[config.mk]
export PLATFORM = sky130hd
export DESIGN_NAME = ordered_integer_set
export DESIGN_NICKNAME = d
export VERILOG_FILES = /design/src/rtl/ois_pkg.sv /design/src/rtl/ordered_integer_set.sv /design/src/rtl/ois_store.sv
export SDC_FILE = /design/constraint.sdc
export NUM_CORES = 1
export LEC_CHECK = 0
export BUFFER_PORTS_ARGS = -buffer_cell sky130_fd_sc_hd__buf_2
export CAP_MARGIN = 20
export CORE_MARGIN = 2
export CORE_UTILIZATION = 45
export DETAILED_ROUTE_END_ITERATION = 10
export SLEW_MARGIN = 20
export SYNTH_ARGS = -nofsm -noshare
export SYNTH_HDL_FRONTEND = slang
export SYNTH_HIERARCHICAL = 1
export SYNTH_SLANG_ARGS = --single-unit
[constraint.sdc]
create_clock -name clk_i -period 6.3 [get_ports clk_i]
set_input_delay 1.26 -clock clk_i [delete_from_list [all_inputs] [get_ports clk_i]]
set_output_delay 1.26 -clock clk_i [all_outputs]
set_load 0.1 [all_outputs]
[src/rtl/ois_pkg.sv]
package ois_pkg;

  // Field widths fixed by the stream format
  localparam int unsigned DATA_W       = 32;
  localparam int unsigned COUNT_OUT_W  = 5;
  localparam int unsigned ACTION_W     = 2;
  localparam int unsigned IN_TDATA_W   = 40;
  localparam int unsigned OUT_TDATA_W  = 40;

  // Default number of entries in the store
  localparam int unsigned CAPACITY_DEF = 16;

  // Oldest value reported for an empty set
  localparam logic signed [DATA_W-1:0] EMPTY_OLDEST = '1;

  typedef enum logic [ACTION_W-1:0] {
    ACT_ADD      = 2'd0,
    ACT_REMOVE   = 2'd1,
    ACT_CONTAINS = 2'd2,
    ACT_CHOOSE   = 2'd3
  } action_e;

  typedef struct packed {
    logic                       success;
    logic signed [DATA_W-1:0]   oldest_value;
    logic [COUNT_OUT_W-1:0]     member_count;
  } result_t;

endpackage

[src/rtl/ordered_integer_set.sv]
// Ordered integer set: a store of up to CAPACITY distinct signed 32-bit values,
// kept in insertion order, oldest first.
// Input stream s_axis: one transfer carries an action (add, remove, contains,
// choose) and an operand value. Output stream m_axis: exactly one result per
// input transfer, in order: success flag, oldest value after the action (-1 when
// empty) and the member count after the action, masked to 5 bits.
// The transfer edge loads the input register; the item moves on into the result
// register once that register frees up, and m_axis is driven from there.
// Throughput: one item per cycle unless m_axis stalls. Actions are combinational:
// a parallel compare of all entries; on remove, one-place shift of younger ones.
// Reset empties the set; stored values are cleared logically through the count.
// When the receiver stalls, the result register holds its result and the input
// register holds one more item; s_axis_tready drops only when both are full.
module ordered_integer_set #(
  parameter int unsigned CAPACITY = ois_pkg::CAPACITY_DEF
) (
  input  logic                               clk_i,
  input  logic                               rst_ni,
  input  logic                               s_axis_tvalid,
  output logic                               s_axis_tready,
  // [1:0] action, [33:2] operand_value, [39:34] zero
  input  logic [ois_pkg::IN_TDATA_W-1:0]     s_axis_tdata,
  output logic                               m_axis_tvalid,
  input  logic                               m_axis_tready,
  // [0] success, [32:1] oldest_value, [37:33] member_count, [39:38] zero
  output logic [ois_pkg::OUT_TDATA_W-1:0]    m_axis_tdata
);

  localparam int unsigned ResW = $bits(ois_pkg::result_t);

  logic                              in_valid_q;
  logic                              in_valid_d;
  ois_pkg::action_e                  in_action_q;
  logic signed [ois_pkg::DATA_W-1:0] in_value_q;
  logic                              out_valid_q;
  logic                              out_valid_d;
  ois_pkg::result_t                  out_result_q;
  ois_pkg::result_t                  result;
  logic                              in_fire;
  logic                              advance;

  // Move the held item into the result register when that register frees up
  assign advance       = in_valid_q && (!out_valid_q || m_axis_tready);
  assign s_axis_tready = !in_valid_q || advance;
  assign in_fire       = s_axis_tvalid && s_axis_tready;

  always_comb begin
    in_valid_d = in_valid_q;
    if (in_fire) begin
      in_valid_d = 1'b1;
    end else if (advance) begin
      in_valid_d = 1'b0;
    end
    out_valid_d = out_valid_q;
    if (advance) begin
      out_valid_d = 1'b1;
    end else if (m_axis_tready) begin
      out_valid_d = 1'b0;
    end
  end

  always_ff @(posedge clk_i or negedge rst_ni) begin
    if (!rst_ni) begin
      in_valid_q  <= 1'b0;
      out_valid_q <= 1'b0;
    end else begin
      in_valid_q  <= in_valid_d;
      out_valid_q <= out_valid_d;
    end
  end

  // Capture the input transfer and the finished result
  always_ff @(posedge clk_i) begin
    if (in_fire) begin
      in_action_q <= ois_pkg::action_e'(s_axis_tdata[ois_pkg::ACTION_W-1:0]);
      in_value_q  <= s_axis_tdata[ois_pkg::ACTION_W +: ois_pkg::DATA_W];
    end
    if (advance) begin
      out_result_q <= result;
    end
  end

  ois_store #(
    .Capacity (CAPACITY)
  ) u_store (
    .clk_i    (clk_i),
    .rst_ni   (rst_ni),
    .fire_i   (advance),
    .action_i (in_action_q),
    .value_i  (in_value_q),
    .result_o (result)
  );

  assign m_axis_tvalid = out_valid_q;
  assign m_axis_tdata  = {{(ois_pkg::OUT_TDATA_W - ResW){1'b0}},
                          out_result_q.member_count,
                          out_result_q.oldest_value,
                          out_result_q.success};

  assert property (@(posedge clk_i) disable iff (!rst_ni)
    advance |=> out_valid_q)
    else $error("advanced item did not reach the result register");

  assert property (@(posedge clk_i) disable iff (!rst_ni)
    in_valid_q && !advance |=> in_valid_q && $stable(in_value_q))
    else $error("held input item lost while stalled");

  assert property (@(posedge clk_i) disable iff (!rst_ni)
    !s_axis_tready |-> in_valid_q && out_valid_q && !m_axis_tready)
    else $error("input stalled with room available");

endmodule

[src/rtl/ois_store.sv]
module ois_store #(
  parameter int unsigned Capacity = ois_pkg::CAPACITY_DEF
) (
  input  logic                                 clk_i,
  input  logic                                 rst_ni,
  input  logic                                 fire_i,
  input  ois_pkg::action_e                     action_i,
  input  logic signed [ois_pkg::DATA_W-1:0]    value_i,
  output ois_pkg::result_t                     result_o
);

  localparam int unsigned CntW = $clog2(Capacity + 1);

  logic signed [ois_pkg::DATA_W-1:0] entries_q [Capacity];
  logic signed [ois_pkg::DATA_W-1:0] entries_d [Capacity];
  logic [CntW-1:0]                   count_q;
  logic [CntW-1:0]                   count_d;

  logic [Capacity-1:0] match;
  logic [Capacity-1:0] at_or_after;
  logic                present;
  logic                full;
  logic                add_ok;
  logic                rem_ok;
  logic                success;

  // Compare every live entry against the operand; mark the hit and all younger slots
  always_comb begin
    logic run;
    run = 1'b0;
    for (int i = 0; i < Capacity; i++) begin
      match[i]       = (CntW'(i) < count_q) && (entries_q[i] == value_i);
      run            = run | match[i];
      at_or_after[i] = run;
    end
    present = run;
  end

  assign full   = (count_q == CntW'(Capacity));
  assign add_ok = (action_i == ois_pkg::ACT_ADD) && !present && !full;
  assign rem_ok = (action_i == ois_pkg::ACT_REMOVE) && present;

  // Append at the tail on add, shift younger entries down on remove
  always_comb begin
    for (int i = 0; i < Capacity; i++) begin
      entries_d[i] = entries_q[i];
      if (add_ok && (count_q == CntW'(i))) begin
        entries_d[i] = value_i;
      end
    end
    for (int i = 0; i < Capacity - 1; i++) begin
      if (rem_ok && at_or_after[i]) begin
        entries_d[i] = entries_q[i + 1];
      end
    end
    count_d = count_q;
    if (add_ok) begin
      count_d = count_q + CntW'(1);
    end else if (rem_ok) begin
      count_d = count_q - CntW'(1);
    end
  end

  // Decode the success flag per action
  always_comb begin
    unique case (action_i)
      ois_pkg::ACT_ADD:      success = add_ok;
      ois_pkg::ACT_REMOVE:   success = rem_ok;
      ois_pkg::ACT_CONTAINS: success = present;
      ois_pkg::ACT_CHOOSE:   success = (count_q != '0);
    endcase
  end

  assign result_o.success      = success;
  assign result_o.oldest_value = (count_d != '0) ? entries_d[0] : ois_pkg::EMPTY_OLDEST;
  assign result_o.member_count = ois_pkg::COUNT_OUT_W'(count_d);

  // Hold the count across idle cycles, update on each transfer
  always_ff @(posedge clk_i or negedge rst_ni) begin
    if (!rst_ni) begin
      count_q <= '0;
    end else if (fire_i) begin
      count_q <= count_d;
    end
  end

  // Store payload needs no reset; entries above the count are never read
  always_ff @(posedge clk_i) begin
    if (fire_i) begin
      for (int i = 0; i < Capacity; i++) begin
        entries_q[i] <= entries_d[i];
      end
    end
  end

  assert property (@(posedge clk_i) disable iff (!rst_ni)
    count_q <= CntW'(Capacity))
    else $error("member count exceeds capacity");

  assert property (@(posedge clk_i) disable iff (!rst_ni)
    fire_i && add_ok |=> count_q == $past(count_q) + CntW'(1))
    else $error("successful add did not grow the count");

  assert property (@(posedge clk_i) disable iff (!rst_ni)
    fire_i && rem_ok |=> count_q == $past(count_q) - CntW'(1))
    else $error("successful remove did not shrink the count");

  assert property (@(posedge clk_i) disable iff (!rst_ni)
    fire_i && (action_i == ois_pkg::ACT_CONTAINS || action_i == ois_pkg::ACT_CHOOSE)
    |=> $stable(count_q))
    else $error("query changed the member count");

  assert property (@(posedge clk_i) disable iff (!rst_ni)
    $onehot0(match))
    else $error("value stored in more than one slot");

endmodule
Word level (Yosys, flattened, before mapping)
Memory sizes are Yosys's and may differ from the RTL's. Index checks and enable logic that the tools add are counted.

Bitwise gates (word level): 15. Equality and inequality tests: 35. Reduce and logical (&&, ||, !) cells: 64. $lt $le $gt $ge: 16. Add/subtract/negate cells: 2. Muxes and demuxes: 40.

Operators with widths (number): 32-bit 2-to-1 mux (31); 32-bit equality test (16); 1-bit logical AND (52); 5-bit by 4-bit equality test with 1-bit output, second input constant (8); 4-bit by 5-bit < comparator with 1-bit output, first input constant (8); 5-bit by 3-bit equality test with 1-bit output, second input constant (4); 3-bit by 5-bit < comparator with 1-bit output, first input constant (4); 1-bit bitwise OR (15); 5-bit by 2-bit equality test with 1-bit output, second input constant (2); 1-bit by 5-bit < comparator with 1-bit output, first input constant (2); 2-bit by 5-bit < comparator with 1-bit output, first input constant (2); 5-bit 2-to-1 mux (2); 5-bit nonzero test (2); 1-bit 2-to-1 mux (6); 5-bit by 1-bit adder with 5-bit output, second input constant (1); 5-bit by 1-bit equality test with 1-bit output, second input constant (1); 5-bit equality test, second input constant (1); 5-bit zero test (1); 5-bit by 1-bit subtractor with 5-bit output, second input constant (1); 2-bit equality test, second input constant (2); 1-bit zero test (4); 1-bit one-hot mux with 4 select lines (1); 2-bit nonzero test (2); 2-bit by 1-bit equality test with 1-bit output, second input constant (1); 2 further kinds (3).

Word-level logic and storage cells: 181. Bits of input ports: 44. Bits in writable memories: 512. Memories: 1. Flip-flop bits (word level): 79.

Memory list: u_store.entries_q (words 16, width 32, rd ports 16, clocked after memory_dff 0, write ports 16, line ois_store.sv:14) `logic signed [ois_pkg::DATA_W-1:0] entries_q [Capacity];`.

Longest topological paths before layout
An unclocked memory read counts as a cell.

Depth after elaboration: 24. Depth in mapped cells: 15. Depth with buffers taken out: 11.

Modules after synthesis
Netlist, hierarchy kept.

Modules (own cells, without submodules): ois_store (instances 1, cells an instance 2400, area each 30703.2 um^2, sequential area each 15499.9 um^2); ordered_integer_set (instances 1, cells an instance 83, area each 2284.7 um^2, sequential area each 2212.1 um^2).

Least setup slack after synthesis
Ideal clock, no wire load.

Kind: input -> register. From: input port m_axis_tready. To: memory u_store/entries_q[1][224] (netlist name) (enable). Stages: 5. Required time: 5.839 ns. Buffers on the path: 1. Path slack: 0.038 ns. Arrival time: 5.801 ns. Cells stage by stage: nand2b_1 and2_1 clkbuf_1 inv_1 nor3_1.

RTL lines: from (decl) (line ordered_integer_set.sv:24) `input logic m_axis_tready,`; to (decl) (line ois_store.sv:14).

==> metrics.cfg <==
[cells_and_area]
layout-drive-gt1-share_pct = 29.7
final_common_cell = edfxtp_1
syn2layout_area_growth_pct = 9.76
final_cells = 3529
fin_nets = 2562
final_cell_mix = 584 x edfxtp_1, 461 x xnor2_1, 438 x mux2_2
final_area_mm2 = 0.0362
final_util_pct = 49.8

[pwr]
ir_drop_mv = 0.270
power_density_mw_per_mm2 = 265
p_leak_uw = 0.0112

[setup_path]
path_max_fanout = 37
crit_start = in_value_q[15]$_DFFE_PP_
critPathCaptureType = register
crit_path_end = u_store/entries_q[0][204]$_DFFE_PP_
cp.arrival_ps = 5310
reg2reg_to = u_store/entries_q[0][204]$_DFFE_PP_
reg2reg_depth = 12
crit_type = reg2reg
r2r_setup_slack_ps = 1250
worstReg2RegStart = in_value_q[15]$_DFFE_PP_
cp.required_ps = 6550
setup.worst_path.start_class = register

[timing]
fin_crit_ps = 5050
skew_ps = 31.1
slew_violations = 0
setup_tns_ps = 0
worstMarginPinSlew_ps = 1110
hold_violations = 0
layout_setup_ws_ps = 1250
slew_headroom_pct = 25.3
fin_crit_sh_pct = 80.2
setup_viol = 0
max_freq_ghz = 0.198
rsz0062_at_grt = no

[route]
drtIter0Drc = 2175
vias = 21000
drc = 0
postRouteAntennaNets = 0
vias_per_cell = 5.96
wl_um = 101000
routedWlPerCell_um = 28.6
detail_route.first_pass.iterations = 8

[synthesis]
synth_compound_area_share_pct = 3.22
synth_seq_cells = 591
synth_top_family_by_area = multiplexers
synth_xor_area_share_pct = 13.7
synthCells = 2483
synth-adder-area-share_pct = 0.190
synthArstFlopShare_pct = 1.18
netlist_area_mm2 = 0.0330
ys_types = 76
syn_avg_cell_area_um2 = 13.3
synth-main-ff-cell = edfxtp_1
synth-edff-count = 584
ys_seq_area_share_pct = 53.7
synthMuxAreaShare_pct = 15.6
ys_warn_count = 6
yosys.area_share.simple_pct = 9.35

[clocking]
cts_buffers = 68
cts_root_buffer = clkbuf_16
cts_setup_buffers = 0
postCtsHoldBufs = 0
cts_tree = built
clk_latency_ps = 620
cts.path.max_buffers = 3
cts_resized = 0
numClockSinks = 591
clk_pin_slew_ps = 60
h-tree-depth = 3

[floorplan]
fp.dieH_um = 275
row_count = 99
die-area_mm2 = 0.0755
core_mm2 = 0.0727
ios = 86
die_w_um = 275
start_util_pct = 45.4

[place]
hpwl_um = 71600
portBuffers = 77
post_dp_cell_area_mm2 = 0.0341
gp_congestion = 0.960
post-place-cells = 3401
post-place-ws_ps = 1300

[status]
status = completed

[grt]
grt_start_max_net_pins = 80
grt_use_total_pct = 26.7
antenna_found_initial = 1
grt_overflow = 0
grt_pass1_vias = 21100
grt_pass1_wl_um = 147000

[worst_hold_path]
hold_class = in2async

[run]
cap_violations = 0

==> routing by layer <==
| metal | global-route usage (%) | routed length (um) | vias to the layer above |
|---|---|---|---|
| li1 | - | - | 9338 |
| met1 | 37.8 | 44700 | 10800 |
| met2 | 43.7 | 48100 | 762 |
| met3 | 3.12 | 5610 | 146 |
| met4 | 7.12 | 2420 | 0 |
| met5 | 0 | 0 | - |
==> cells by family (layout without fill, tap and decap cells) <==
family,count (synthesis),in the layout
XOR/XNOR,516,516
flip-flops,591,591
AND/OR/NAND/NOR,546,546
multiplexers,458,458
adder cells (fa/ha/maj),5,5
buffers and inverters,219,302
AO/OA/AOI/OAI,147,147
other,1,5
==> critical path: stages (launching register included) <==
cell and delay (ps):
edfxtp_1 1070, buf_4 420, xnor2_1 210, nand4_1 130
or4_1 590, or3_1 420, nand4_1 180, nor4_4 120
nor2_1 390, and2_1 210, buf_4 360, o21a_1 190
buf_4 370
==> stage by stage <==
step	hold WS (ps)	power, uW
after floorplan	421	5570
after global placement	537	5890
after detailed placement	550	5910
after CTS	489	9650
after global routing	487	9860
final	504	9580
==> synthesized netlist by cell type (31+ instances only) <==
| cell | count | area (um2) |
|---|---|---|
| buf_2 | 49 | 245 |
| buf_4 | 42 | 315 |
| buf_6 | 41 | 462 |
| clkbuf_1 | 64 | 240 |
| edfxtp_1 | 584 | 17500 |
| mux2_2 | 438 | 4930 |
| nand2_1 | 115 | 432 |
| nand3_1 | 42 | 210 |
| nand4_1 | 188 | 1180 |
| nor2_1 | 34 | 128 |
| nor3_1 | 31 | 155 |
| nor4_1 | 52 | 325 |
| o21ai_0 | 57 | 285 |
| xnor2_1 | 461 | 4040 |
| xor2_1 | 54 | 473 |
==> registers in the layout, indices dropped and copies added (netlist names) <==
signal / count
m_axis_tvalid: 1
m_axis_tdata: 38
in_valid_q: 1
u_store/count_q: 5
u_store/entries_q: 512
in_action_q: 2
in_value_q: 32
==> power breakdown <==
group / switching [uW] / internal (uW)
combinational: 901 / 413
clock: 1640 / 2100
sequential: 115 / 4420
==> area by class of cell <==
cell class,count,area [um2]
Antenna cell,3,7.51
Clock buffer,82,1780
Clock inverter,42,277
Fill cell,6367,36500
Inverter,17,63.8
Multi-Input combinational cell,1674,14000
Sequential cell,591,17700
Tap cell,959,1200
Timing Repair Buffer,161,1130
==> worst min-delay path by stage <==
stage	end	start	depth (start not counted)
global placement	m_axis_tvalid$_DFFE_PN0P_	in_valid_q$_DFFE_PN0P_	1
CTS	u_store/count_q[1]$_DFFE_PN0P_	rst_ni	1
finish	u_store/count_q[1]$_DFFE_PN0P_	rst_ni	1
detailed placement	m_axis_tvalid$_DFFE_PN0P_	in_valid_q$_DFFE_PN0P_	1
global route	m_axis_tvalid$_DFFE_PN0P_	rst_ni	1
floorplan	u_store/entries_q[1][229]$_DFFE_PP_	in_value_q[5]$_DFFE_PP_	0
Power figures use the tool's default switching activity.
